[src/rtl/rau_pkg.sv]
`timescale 1ns / 1ps
// ----------------------------------------------------------------------------
// rau_pkg
// shared types and codes of the rational arithmetic unit
// ----------------------------------------------------------------------------
package rau_pkg;

   typedef enum logic [1:0] {
      OP_ADD = 2'd0,
      OP_SUB = 2'd1,
      OP_MUL = 2'd2,
      OP_DIV = 2'd3
   } op_type;

   typedef enum logic [1:0] {
      ST_OK      = 2'd0,
      ST_BAD_DEN = 2'd1,
      ST_DIV_0   = 2'd2
   } status_type;

   typedef enum logic [3:0] {
      S_IDLE,
      S_MUL,
      S_SUM,
      S_GCD_INIT,
      S_GCD,
      S_DIV_INIT,
      S_DIV,
      S_DONE
   } state_type;

   localparam int RESULT_NUM_WIDTH = 33;
   localparam int RESULT_DEN_WIDTH = 31;

   // controller to datapath
   typedef struct packed {
      logic load;
      logic mul;
      logic sum;
      logic gcd_init;
      logic gcd_step;
      logic div_init;
      logic div_step;
   } cmd_type;

   // datapath to controller
   typedef struct packed {
      logic special;
      logic num_zero;
      logic gcd_done;
      logic div_done;
   } sts_type;

endpackage

[src/rtl/rau_ctrl.sv]
`timescale 1ns / 1ps
// ----------------------------------------------------------------------------
// rau_ctrl
// sequencer for products, sum, gcd and reduction
// ----------------------------------------------------------------------------
module rau_ctrl (
   input  logic             clock,
   input  logic             reset,
   input  logic             start,
   input  logic             out_free,
   input  rau_pkg::sts_type sts,
   output rau_pkg::cmd_type cmd,
   output logic             busy,
   output logic             finish
);

   rau_pkg::state_type state_ff, state_in;

   always_ff @(posedge clock) begin
      if (reset) begin
         state_ff <= rau_pkg::S_IDLE;
      end else begin
         state_ff <= state_in;
      end
   end

   always_comb begin
      state_in = state_ff;
      cmd      = '0;
      finish   = 1'b0;
      busy     = (state_ff != rau_pkg::S_IDLE);
      case (state_ff)
         rau_pkg::S_IDLE: begin
            if (start) begin
               cmd.load = 1'b1;
               state_in = rau_pkg::S_MUL;
            end
         end
         rau_pkg::S_MUL: begin
            if (sts.special) begin
               state_in = rau_pkg::S_DONE;
            end else begin
               cmd.mul  = 1'b1;
               state_in = rau_pkg::S_SUM;
            end
         end
         rau_pkg::S_SUM: begin
            cmd.sum  = 1'b1;
            state_in = rau_pkg::S_GCD_INIT;
         end
         rau_pkg::S_GCD_INIT: begin
            if (sts.num_zero) begin
               state_in = rau_pkg::S_DONE;
            end else begin
               cmd.gcd_init = 1'b1;
               state_in     = rau_pkg::S_GCD;
            end
         end
         rau_pkg::S_GCD: begin
            if (sts.gcd_done) begin
               state_in = rau_pkg::S_DIV_INIT;
            end else begin
               cmd.gcd_step = 1'b1;
            end
         end
         rau_pkg::S_DIV_INIT: begin
            cmd.div_init = 1'b1;
            state_in     = rau_pkg::S_DIV;
         end
         rau_pkg::S_DIV: begin
            if (sts.div_done) begin
               state_in = rau_pkg::S_DONE;
            end else begin
               cmd.div_step = 1'b1;
            end
         end
         rau_pkg::S_DONE: begin
            if (out_free) begin
               finish   = 1'b1;
               state_in = rau_pkg::S_IDLE;
            end
         end
         default: begin
            state_in = rau_pkg::S_IDLE;
         end
      endcase
   end

endmodule

[src/rtl/rau_dpath.sv]
`timescale 1ns / 1ps
// ----------------------------------------------------------------------------
// rau_dpath
// cross products, signed sum, binary gcd and restoring division by the gcd
// ----------------------------------------------------------------------------
module rau_dpath #(
   parameter int OPERAND_WIDTH = 16
) (
   input  logic                                  clock,
   input  logic [1:0]                            operation,
   input  logic [OPERAND_WIDTH-1:0]              a_num,
   input  logic [OPERAND_WIDTH-1:0]              a_den,
   input  logic [OPERAND_WIDTH-1:0]              b_num,
   input  logic [OPERAND_WIDTH-1:0]              b_den,
   input  rau_pkg::cmd_type                      cmd,
   output rau_pkg::sts_type                      sts,
   output logic [rau_pkg::RESULT_NUM_WIDTH-1:0]  result_num,
   output logic [rau_pkg::RESULT_DEN_WIDTH-1:0]  result_den,
   output logic [1:0]                            status
);

   localparam int W  = OPERAND_WIDTH;
   localparam int PW = 2 * W;
   localparam int SW = PW + 1;
   localparam int CW = $clog2(SW + 1);
   localparam int KW = $clog2(SW + 2);

   logic [1:0]   op_ff;
   logic [W-1:0] an_ff, ad_ff, bn_ff, bd_ff;
   logic         an_s_ff, ad_s_ff, bn_s_ff, bd_s_ff;
   logic [PW-1:0] p1_ff, p2_ff, p3_ff;
   logic          p1_s_ff, p2_s_ff, p3_s_ff;
   logic [SW-1:0] num_ff, den_ff;
   logic          neg_ff;
   logic [SW-1:0] gx_ff, gy_ff;
   logic [KW-1:0] shift_ff;
   logic [SW-1:0] q_ff, r_ff, dvs_ff;
   logic          phase_ff;
   logic [CW-1:0] cnt_ff;
   logic [SW-1:0] qn_ff;
   logic [1:0]    stat_ff;

   function automatic logic [W-1:0] mag(input logic [W-1:0] v);
      return v[W-1] ? (~v + 1'b1) : v;
   endfunction

   logic special;
   assign special = (ad_ff == '0) || (bd_ff == '0) ||
                    ((op_ff == rau_pkg::OP_DIV) && (bn_ff == '0));

   // signed sum of the first two products
   logic [SW-1:0] e1, e2, diff;
   logic          t2_s;
   assign e1   = {1'b0, p1_ff};
   assign e2   = {1'b0, p2_ff};
   assign t2_s = p2_s_ff ^ (op_ff == rau_pkg::OP_SUB);
   assign diff = (e1 >= e2) ? (e1 - e2) : (e2 - e1);

   // binary gcd step
   logic [SW-1:0] gdif;
   assign gdif = (gx_ff > gy_ff) ? (gx_ff - gy_ff) : (gy_ff - gx_ff);

   // restoring division step
   logic [SW:0] trial;
   assign trial = {r_ff, q_ff[SW-1]} - {1'b0, dvs_ff};
   logic [SW-1:0] q_next, r_next;
   assign r_next = trial[SW] ? {r_ff[SW-2:0], q_ff[SW-1]} : trial[SW-1:0];
   assign q_next = {q_ff[SW-2:0], !trial[SW]};

   logic [SW-1:0] gcd_val;
   assign gcd_val = gx_ff << shift_ff;

   always_ff @(posedge clock) begin
      if (cmd.load) begin
         op_ff   <= operation;
         an_ff   <= mag(a_num);  an_s_ff <= a_num[W-1];
         ad_ff   <= mag(a_den);  ad_s_ff <= a_den[W-1];
         bn_ff   <= mag(b_num);  bn_s_ff <= b_num[W-1];
         bd_ff   <= mag(b_den);  bd_s_ff <= b_den[W-1];
      end
      if (cmd.load) begin
         stat_ff <= rau_pkg::ST_OK;
         num_ff  <= '0;
      end else if (special) begin
         stat_ff <= ((ad_ff == '0) || (bd_ff == '0)) ? rau_pkg::ST_BAD_DEN
                                                     : rau_pkg::ST_DIV_0;
      end
      if (cmd.mul) begin
         case (op_ff)
            rau_pkg::OP_MUL: begin
               p1_ff <= PW'(an_ff) * PW'(bn_ff);  p1_s_ff <= an_s_ff ^ bn_s_ff;
               p2_ff <= '0;                       p2_s_ff <= 1'b0;
               p3_ff <= PW'(ad_ff) * PW'(bd_ff);  p3_s_ff <= ad_s_ff ^ bd_s_ff;
            end
            rau_pkg::OP_DIV: begin
               p1_ff <= PW'(an_ff) * PW'(bd_ff);  p1_s_ff <= an_s_ff ^ bd_s_ff;
               p2_ff <= '0;                       p2_s_ff <= 1'b0;
               p3_ff <= PW'(ad_ff) * PW'(bn_ff);  p3_s_ff <= ad_s_ff ^ bn_s_ff;
            end
            default: begin
               p1_ff <= PW'(an_ff) * PW'(bd_ff);  p1_s_ff <= an_s_ff ^ bd_s_ff;
               p2_ff <= PW'(bn_ff) * PW'(ad_ff);  p2_s_ff <= bn_s_ff ^ ad_s_ff;
               p3_ff <= PW'(ad_ff) * PW'(bd_ff);  p3_s_ff <= ad_s_ff ^ bd_s_ff;
            end
         endcase
      end
      if (cmd.sum) begin
         den_ff <= {1'b0, p3_ff};
         if ((op_ff == rau_pkg::OP_MUL) || (op_ff == rau_pkg::OP_DIV) ||
             (p1_s_ff == t2_s)) begin
            num_ff <= e1 + e2;
            neg_ff <= p1_s_ff ^ p3_s_ff;
         end else begin
            num_ff <= diff;
            neg_ff <= ((e1 >= e2) ? p1_s_ff : t2_s) ^ p3_s_ff;
         end
      end
      if (cmd.gcd_init) begin
         gx_ff    <= num_ff;
         gy_ff    <= den_ff;
         shift_ff <= '0;
      end else if (cmd.gcd_step) begin
         if (!gx_ff[0] && !gy_ff[0]) begin
            gx_ff    <= gx_ff >> 1;
            gy_ff    <= gy_ff >> 1;
            shift_ff <= shift_ff + 1'b1;
         end else if (!gx_ff[0]) begin
            gx_ff <= gx_ff >> 1;
         end else if (!gy_ff[0]) begin
            gy_ff <= gy_ff >> 1;
         end else begin
            gx_ff <= (gx_ff < gy_ff) ? gx_ff : gy_ff;
            gy_ff <= gdif;
         end
      end
      if (cmd.div_init) begin
         q_ff     <= num_ff;
         r_ff     <= '0;
         dvs_ff   <= gcd_val;
         cnt_ff   <= '0;
         phase_ff <= 1'b0;
      end else if (cmd.load) begin
         cnt_ff   <= '0;
         phase_ff <= 1'b0;
      end else if (cmd.div_step) begin
         if (cnt_ff != CW'(SW - 1)) begin
            r_ff   <= r_next;
            q_ff   <= q_next;
            cnt_ff <= cnt_ff + 1'b1;
         end else if (!phase_ff) begin
            // numerator quotient done, start on the denominator
            cnt_ff   <= '0;
            phase_ff <= 1'b1;
            qn_ff    <= q_next;
            q_ff     <= den_ff;
            r_ff     <= '0;
         end else begin
            cnt_ff   <= '0;
            phase_ff <= 1'b0;
            r_ff     <= r_next;
            q_ff     <= q_next;
            num_ff   <= qn_ff;
            den_ff   <= q_next;
         end
      end
   end

   logic div_last;
   assign div_last = cmd.div_step && phase_ff && (cnt_ff == CW'(SW - 1));
   logic div_done_ff;
   always_ff @(posedge clock) begin
      if (cmd.div_init || cmd.load) begin
         div_done_ff <= 1'b0;
      end else if (div_last) begin
         div_done_ff <= 1'b1;
      end
   end

   assign sts.special  = special;
   assign sts.num_zero = (num_ff == '0);
   assign sts.gcd_done = (gy_ff == '0);
   assign sts.div_done = div_done_ff;

   // final sign and field masking; zero and error cases give 0/1
   logic [SW:0] signed_num;
   assign signed_num = neg_ff ? -{1'b0, num_ff} : {1'b0, num_ff};
   logic zero_out;
   assign zero_out = (stat_ff != rau_pkg::ST_OK) || (num_ff == '0);

   always_comb begin
      result_num = '0;
      result_den = rau_pkg::RESULT_DEN_WIDTH'(1);
      if (!zero_out) begin
         for (int i = 0; i < rau_pkg::RESULT_NUM_WIDTH; i++) begin
            result_num[i] = (i <= SW) ? signed_num[(i <= SW) ? i : 0] : signed_num[SW];
         end
         for (int i = 0; i < rau_pkg::RESULT_DEN_WIDTH; i++) begin
            result_den[i] = (i < SW) ? den_ff[(i < SW) ? i : 0] : 1'b0;
         end
      end
   end
   assign status = stat_ff;

endmodule

[src/rtl/rational_arithmetic_unit.sv]
`timescale 1ns / 1ps
// ----------------------------------------------------------------------------
// rational_arithmetic_unit
// exact add, subtract, multiply or divide of two fractions with gcd reduction
// ----------------------------------------------------------------------------
// One transaction carries an operation and two fractions a_num/a_den and
// b_num/b_den; one result transaction returns the reduced fraction with a
// positive denominator and a status (zero denominator, division by zero).
// Items are handled one at a time. An item passes through states for products,
// sum and zero check, then a binary gcd loop, a divider setup state, then two
// restoring divisions by the gcd, and a state that hands the result to the
// output register; the iterative gcd and divider take most of the time from
// acceptance to a valid result. Error results go from the product state
// straight to the hand-over, and zero results do so after the zero check. A
// new transaction is taken in the cycle after the result is handed over. The
// result sits in an output register, so a stalled result does not lose data.
module rational_arithmetic_unit #(
   parameter int OPERAND_WIDTH = 16
) (
   input  logic                           clock,
   input  logic                           reset,
   input  logic                           req_tvalid,
   output logic                           req_tready,
   // operation[1:0], a_num, a_den, b_num, b_den, zero fill
   input  logic [((4*OPERAND_WIDTH+2+7)/8)*8-1:0] req_tdata,
   output logic                           rsp_tvalid,
   input  logic                           rsp_tready,
   // result_num[32:0], result_den[63:33], status[65:64], zero fill
   output logic [71:0]                    rsp_tdata
);

   localparam int W = OPERAND_WIDTH;

   rau_pkg::cmd_type cmd;
   rau_pkg::sts_type sts;
   logic busy, finish;
   logic [rau_pkg::RESULT_NUM_WIDTH-1:0] res_num;
   logic [rau_pkg::RESULT_DEN_WIDTH-1:0] res_den;
   logic [1:0] res_stat;

   logic        out_valid_ff;
   logic [71:0] out_data_ff;

   // a new transaction is taken only while the sequencer is idle
   assign req_tready = !busy;

   rau_ctrl u_ctrl (
      .clock    (clock),
      .reset    (reset),
      .start    (req_tvalid && req_tready),
      .out_free (!out_valid_ff || rsp_tready),
      .sts      (sts),
      .cmd      (cmd),
      .busy     (busy),
      .finish   (finish)
   );

   rau_dpath #(.OPERAND_WIDTH(W)) u_dpath (
      .clock      (clock),
      .operation  (req_tdata[1:0]),
      .a_num      (req_tdata[2 +: W]),
      .a_den      (req_tdata[2+W +: W]),
      .b_num      (req_tdata[2+2*W +: W]),
      .b_den      (req_tdata[2+3*W +: W]),
      .cmd        (cmd),
      .sts        (sts),
      .result_num (res_num),
      .result_den (res_den),
      .status     (res_stat)
   );

   // output register
   always_ff @(posedge clock) begin
      if (reset) begin
         out_valid_ff <= 1'b0;
      end else if (finish) begin
         out_valid_ff <= 1'b1;
      end else if (rsp_tready) begin
         out_valid_ff <= 1'b0;
      end
   end

   always_ff @(posedge clock) begin
      if (finish) begin
         out_data_ff <= {6'd0, res_stat, res_den, res_num};
      end
   end

   assign rsp_tvalid = out_valid_ff;
   assign rsp_tdata  = out_data_ff;

   // no new input while a computation is under way
   assert property (@(posedge clock) disable iff (reset) busy |-> !req_tready)
      else $error("input accepted while busy");

   // a finished result never overwrites one that is still waiting
   assert property (@(posedge clock) disable iff (reset)
      finish |-> (!out_valid_ff || rsp_tready))
      else $error("result overwritten");

   // the reported status is one of the defined codes
   assert property (@(posedge clock) disable iff (reset)
      rsp_tvalid |-> (rsp_tdata[65:64] != 2'd3))
      else $error("bad status code");

endmodule

[config.mk]
export PLATFORM = sky130hd
export DESIGN_NAME = rational_arithmetic_unit
export DESIGN_NICKNAME = d
export VERILOG_FILES = /design/src/rtl/rau_pkg.sv /design/src/rtl/rau_ctrl.sv /design/src/rtl/rau_dpath.sv /design/src/rtl/rational_arithmetic_unit.sv
export SDC_FILE = /design/constraint.sdc
export NUM_CORES = 2
export LEC_CHECK = 0
export BUFFER_PORTS_ARGS = -buffer_cell sky130_fd_sc_hd__buf_2
export CAP_MARGIN = 20
export CELL_PAD_IN_SITES_DETAIL_PLACEMENT = 1
export CELL_PAD_IN_SITES_GLOBAL_PLACEMENT = 2
export CORE_UTILIZATION = 45
export CTS_CLUSTER_SIZE = 40
export DETAILED_ROUTE_END_ITERATION = 16
export PLACE_DENSITY = 0.91
export SETUP_SLACK_MARGIN = 0.3
export SLEW_MARGIN = 15
export SYNTH_ARGS = -nofsm -noshare
export SYNTH_HDL_FRONTEND = slang
export SYNTH_SLANG_ARGS = --single-unit
[constraint.sdc]
create_clock -name clock -period 18.8 [get_ports clock]
set_input_delay 1.88 -clock clock [delete_from_list [all_inputs] [get_ports clock]]
set_output_delay 1.88 -clock clock [all_outputs]
set_load 0.005 [all_outputs]
==> results by group <==
Routing
  – Drt wl/cell: around 23 microns
  – Post-route ant nets: 0
  – DR DRC count: 0
  – DR vias: 54300
  – WL final: between 200000 and 250000 microns
  – Drt via density: roughly 5.7
  – DRT Pass-1 Iters: 6
  – Iteration-0 DRC Markers: around 3600

Critical path
  – Crit-path slowest cell: edfxtp_1
  – WP data required: 19.13 ns
  – Reg2Reg Setup Slack: between 10 and 15 ns
  – Reg2Reg Depth: 24
  – Critical Path Fanout Max: 18
  – Largest stage delay, worst path: 0.93 ns
  – Crit path capture type: register
  – Most common cell on crit path: fa_1
  – Worst endpoint data arrival time: approximately 8.7 ns
  – Crit start category: register
  – Worst path cell trace: buf_4 > nand2_1 > fa_1 > inv_1 > fa_1 > inv_1 > fa_1 > inv_1 > fa_1 > fa_1 > inv_1 > fa_1 > inv_1 > ha_1 > and4_1 > a221o_1 > a31oi_1 > nor3_1 > nor4_1 > o41a_1 > a21o_1 > o21ai_0 > xnor2_1 > o21ai_0
  – Worst R2R Start: u_dpath.bn_ff[8]$_DFFE_PP_
  – FF-to-FF End: u_dpath.p1_ff[28]$_DFFE_PP_
  – Crit Path Category: register to register

Finish
  – Final #Nets: roughly 9000
  – Filler Cells Inserted: 17260
  – Final std cells w/o fill: 9553
  – Layout cells sized above 1: 5.816%
  – Layout area overhead: 6.818%

Timing
  – Final setup margin: between 10 and 15 ns
  – Worst Skew: ~0.042 ns
  – Maximum clock frequency: between 100 and 150 MHz
  – Min Tclk post-route: between 8 and 9 ns
  – RSZ-0062 raised after global routing: no
  – Fin. Hold Viols: 0
  – Slew Viols, Final: 0
  – Worst Max-Slew Pin Slew: between 1 and 1.5 ns
  – Slew margin rel.: between 20 and 30%
  – WHS: 0.4482 ns
  – Final setup TNS: 0 ns
  – Fin crit share: between 40 and 50%
  – Final setup fails: 0

Floorplanning
  – Total die area: approximately 150000 sq um
  – Die width: slightly below 400 microns
  – Vert. Die Dim: 389.4 microns
  – Area of the core: between 100000 and 150000 sq um
  – I/O pins: 150
  – Rows: 141
  – Initial core utilization: 45.51%

Synthesis
  – Top cells by count, synth: inv_1 (1161), nand2_1 (1018), fa_1 (782), ha_1 (620), and2_1 (512)
  – YS warnings: 0
  – Yosys reg bits: 520
  – Avg Synthesized Cell Area: 8.900 sq um
  – Netlist cell types: between 100 and 150
  – Leading area contributor after synthesis: fa_1
  – Compound-cell area share of the yosys netlist: 11.93%
  – Register area share after synthesis: between 20% and 30%
  – Post-synth top flop: edfxtp_1
  – Multiplexer share of the synthesized area: between 2 and 3%
  – Area share of the leading cell type in the synthesized netlist: about 23%
  – Area share of and/or/nand/nor cells after synthesis: 16.29%
  – Post-synth ARST share: 0%
  – Netlist Area Pre-Place: between 60000 and 70000 sq um
  – Synth Area in Adders: between 30% and 40%
  – Most frequent cell after synthesis: inv_1
  – Synth Area in XOR/XNOR: roughly 3.9%
  – Synthesized instance count: 7586
  – Synth area leaders: fa_1 (23%), edfxtp_1 (18%), ha_1 (11%)
  – Largest family of logic cells by synthesized area: adder cells
  – Number of synthesized flops with an enable pin: roughly 400

GRT
  – Total gr overflow: 0
  – Initial antenna violation count: 9
  – Number of global-route vias before repair: 58600
  – Largest net degree at the start of global routing: 82
  – GRT Util Overall: roughly 29%
  – Global-route wire length before repair: 341500 microns

Placement
  – Post-DP HPWL: between 150000 and 200000 microns
  – Pre-CTS setup slack: around 11 ns
  – Placed cell count: about 9400
  – Number of I/O port buffers: 137
  – RD Place Congestion: around 0.95

Min path
  – Hold path cells: 2
  – WHS Endpoint: u_dpath.num_ff[0]$_DFF_P_
  – Hold_sp: u_dpath.qn_ff[0]$_DFFE_PP_
  – Worst min path class: register to register

CTS
  – # clock sinks: 520
  – Cts hold-fix bufs: 0
  – Clock Latency Late Sink: around 0.7 ns
  – Clk buf depth: 3
  – Clock transition at path regs: approximately 0.060 ns
  – CTS tree: built
  – CTS H-tree depth: 3
  – Cts repair resizes: 0
  – Root buf cell: clkbuf_16
  – Post-CTS Setup Bufs: 0
  – TritonCTS Buffers: 67

Run status
  – Run status: finished, final reports clean

Flow run
  – Max Cap Viol: 0
-- critical path, delay by kind of cell, from the launching register on --
family          cells  cell delay [ns]
simple gates        4             0.86
xor+xnor            1             0.15
fa+ha+maj           7             3.27
flops               1             0.93
compound gates      6             2.08
buf+inv             6             0.67
-- cells in the final DEF, fill, tap and decap left out, types with 21 or more instances in the layout --
master	netlist	routed
a211oi_1	29	29
a21o_1	93	93
a21oi_1	384	384
a31oi_1	67	67
and2_1	512	512
and3_1	25	25
buf_2	33	137
buf_4	10	109
clkbuf_16	0	67
dfxtp_1	119	118
edfxtp_1	401	401
fa_1	782	782
ha_1	620	620
inv_1	1161	1159
mux2i_1	145	145
nand2_1	1018	1016
nand2b_1	47	47
nand3_1	61	59
nand4_1	42	42
nor2_1	400	396
nor2b_1	48	45
nor3_1	65	63
nor4_1	37	35
o211ai_1	31	31
o21a_1	39	39
o21ai_0	330	330
o21bai_1	51	51
o31ai_1	37	37
o41ai_1	21	21
or3_1	21	21
xnor2_1	188	188
xor2_1	113	112
-- routing by layer --
metal	GRT usage [%]	routed length [microns]	up-vias
li1	-	-	24520
met1	36.60	90730	27890
met2	50.38	108000	1425
met3	3.258	10540	461
met4	12.88	10660	8
met5	0	49	-
-- metrics by stage --
stage	cell area, sq um	utilization, %
2_1_floorplan	67540	-
3_3_place_gp	69920	47.12
3_5_place_dp	69940	47.14
4_1_cts	72080	48.58
5_1_grt	72110	48.60
6_report	72120	48.61
-- final cells by class --
type / instances / area [sq um] / area share, %
inverter: 1163 / 4367 / 6.055
timing repair buffer: 248 / 1539 / 2.134
multi-input combinational: 5494 / 47140 / 65.37
clock buffer: 79 / 1722 / 2.387
sequential: 520 / 14430 / 20.00
clock inverter: 44 / 412.9 / 0.5725
antenna: 3 / 7.507 / 0.01041
tap: 2002 / 2505 / 3.473
-- kinds of logic (layout without fill, tap and decap cells) --
family,after synthesis,in the layout
AOI/OAI and AO/OA,1280,1280
xor gates and xnor gates,301,301
adders and majority gates,1402,1402
buffers and inverters,1577,1534
DFF,520,520
muxes,173,173
other,1,9
and+or+nand+nor,2332,2332
-- how the worst max path moves through the flow --
stage	startpoint	endpoint	slack, ns	cells after the start
after CTS	u_dpath.bn_ff[8]$_DFFE_PP_	u_dpath.p1_ff[28]$_DFFE_PP_	10.61	25
after detailed placement	u_dpath.bn_ff[8]$_DFFE_PP_	u_dpath.p1_ff[28]$_DFFE_PP_	10.66	24
after floorplan	u_ctrl.state_ff[0]$_SDFFE_PP0P_	u_dpath.p1_ff[0]$_DFFE_PP_	7.94	3
after global placement	u_dpath.bn_ff[8]$_DFFE_PP_	u_dpath.p1_ff[29]$_DFFE_PP_	10.76	25
final	u_dpath.bn_ff[8]$_DFFE_PP_	u_dpath.p1_ff[28]$_DFFE_PP_	10.44	24
after global routing	u_dpath.bn_ff[8]$_DFFE_PP_	u_dpath.p1_ff[28]$_DFFE_PP_	10.23	25
-- state kept, by name, summed over array words and instances, names as in the netlist, 3 cells and up --
signal            flops
u_dpath.bn_ff        16
u_dpath.bd_ff        16
rsp_tdata            66
u_dpath.an_ff        16
u_dpath.gx_ff        33
u_dpath.shift_ff      6
u_dpath.p1_ff        32
u_dpath.num_ff       33
u_dpath.den_ff       33
u_dpath.cnt_ff        6
u_dpath.qn_ff        33
u_dpath.q_ff         33
u_dpath.r_ff         33
u_dpath.gy_ff        33
u_dpath.dvs_ff       33
u_dpath.ad_ff        16
u_dpath.p2_ff        32
u_dpath.p3_ff        32
u_ctrl.state_ff       3
Power is left out: the tool's default activity adds up to more than one toggle a clock period on the data nets, which glitch-free logic cannot reach.
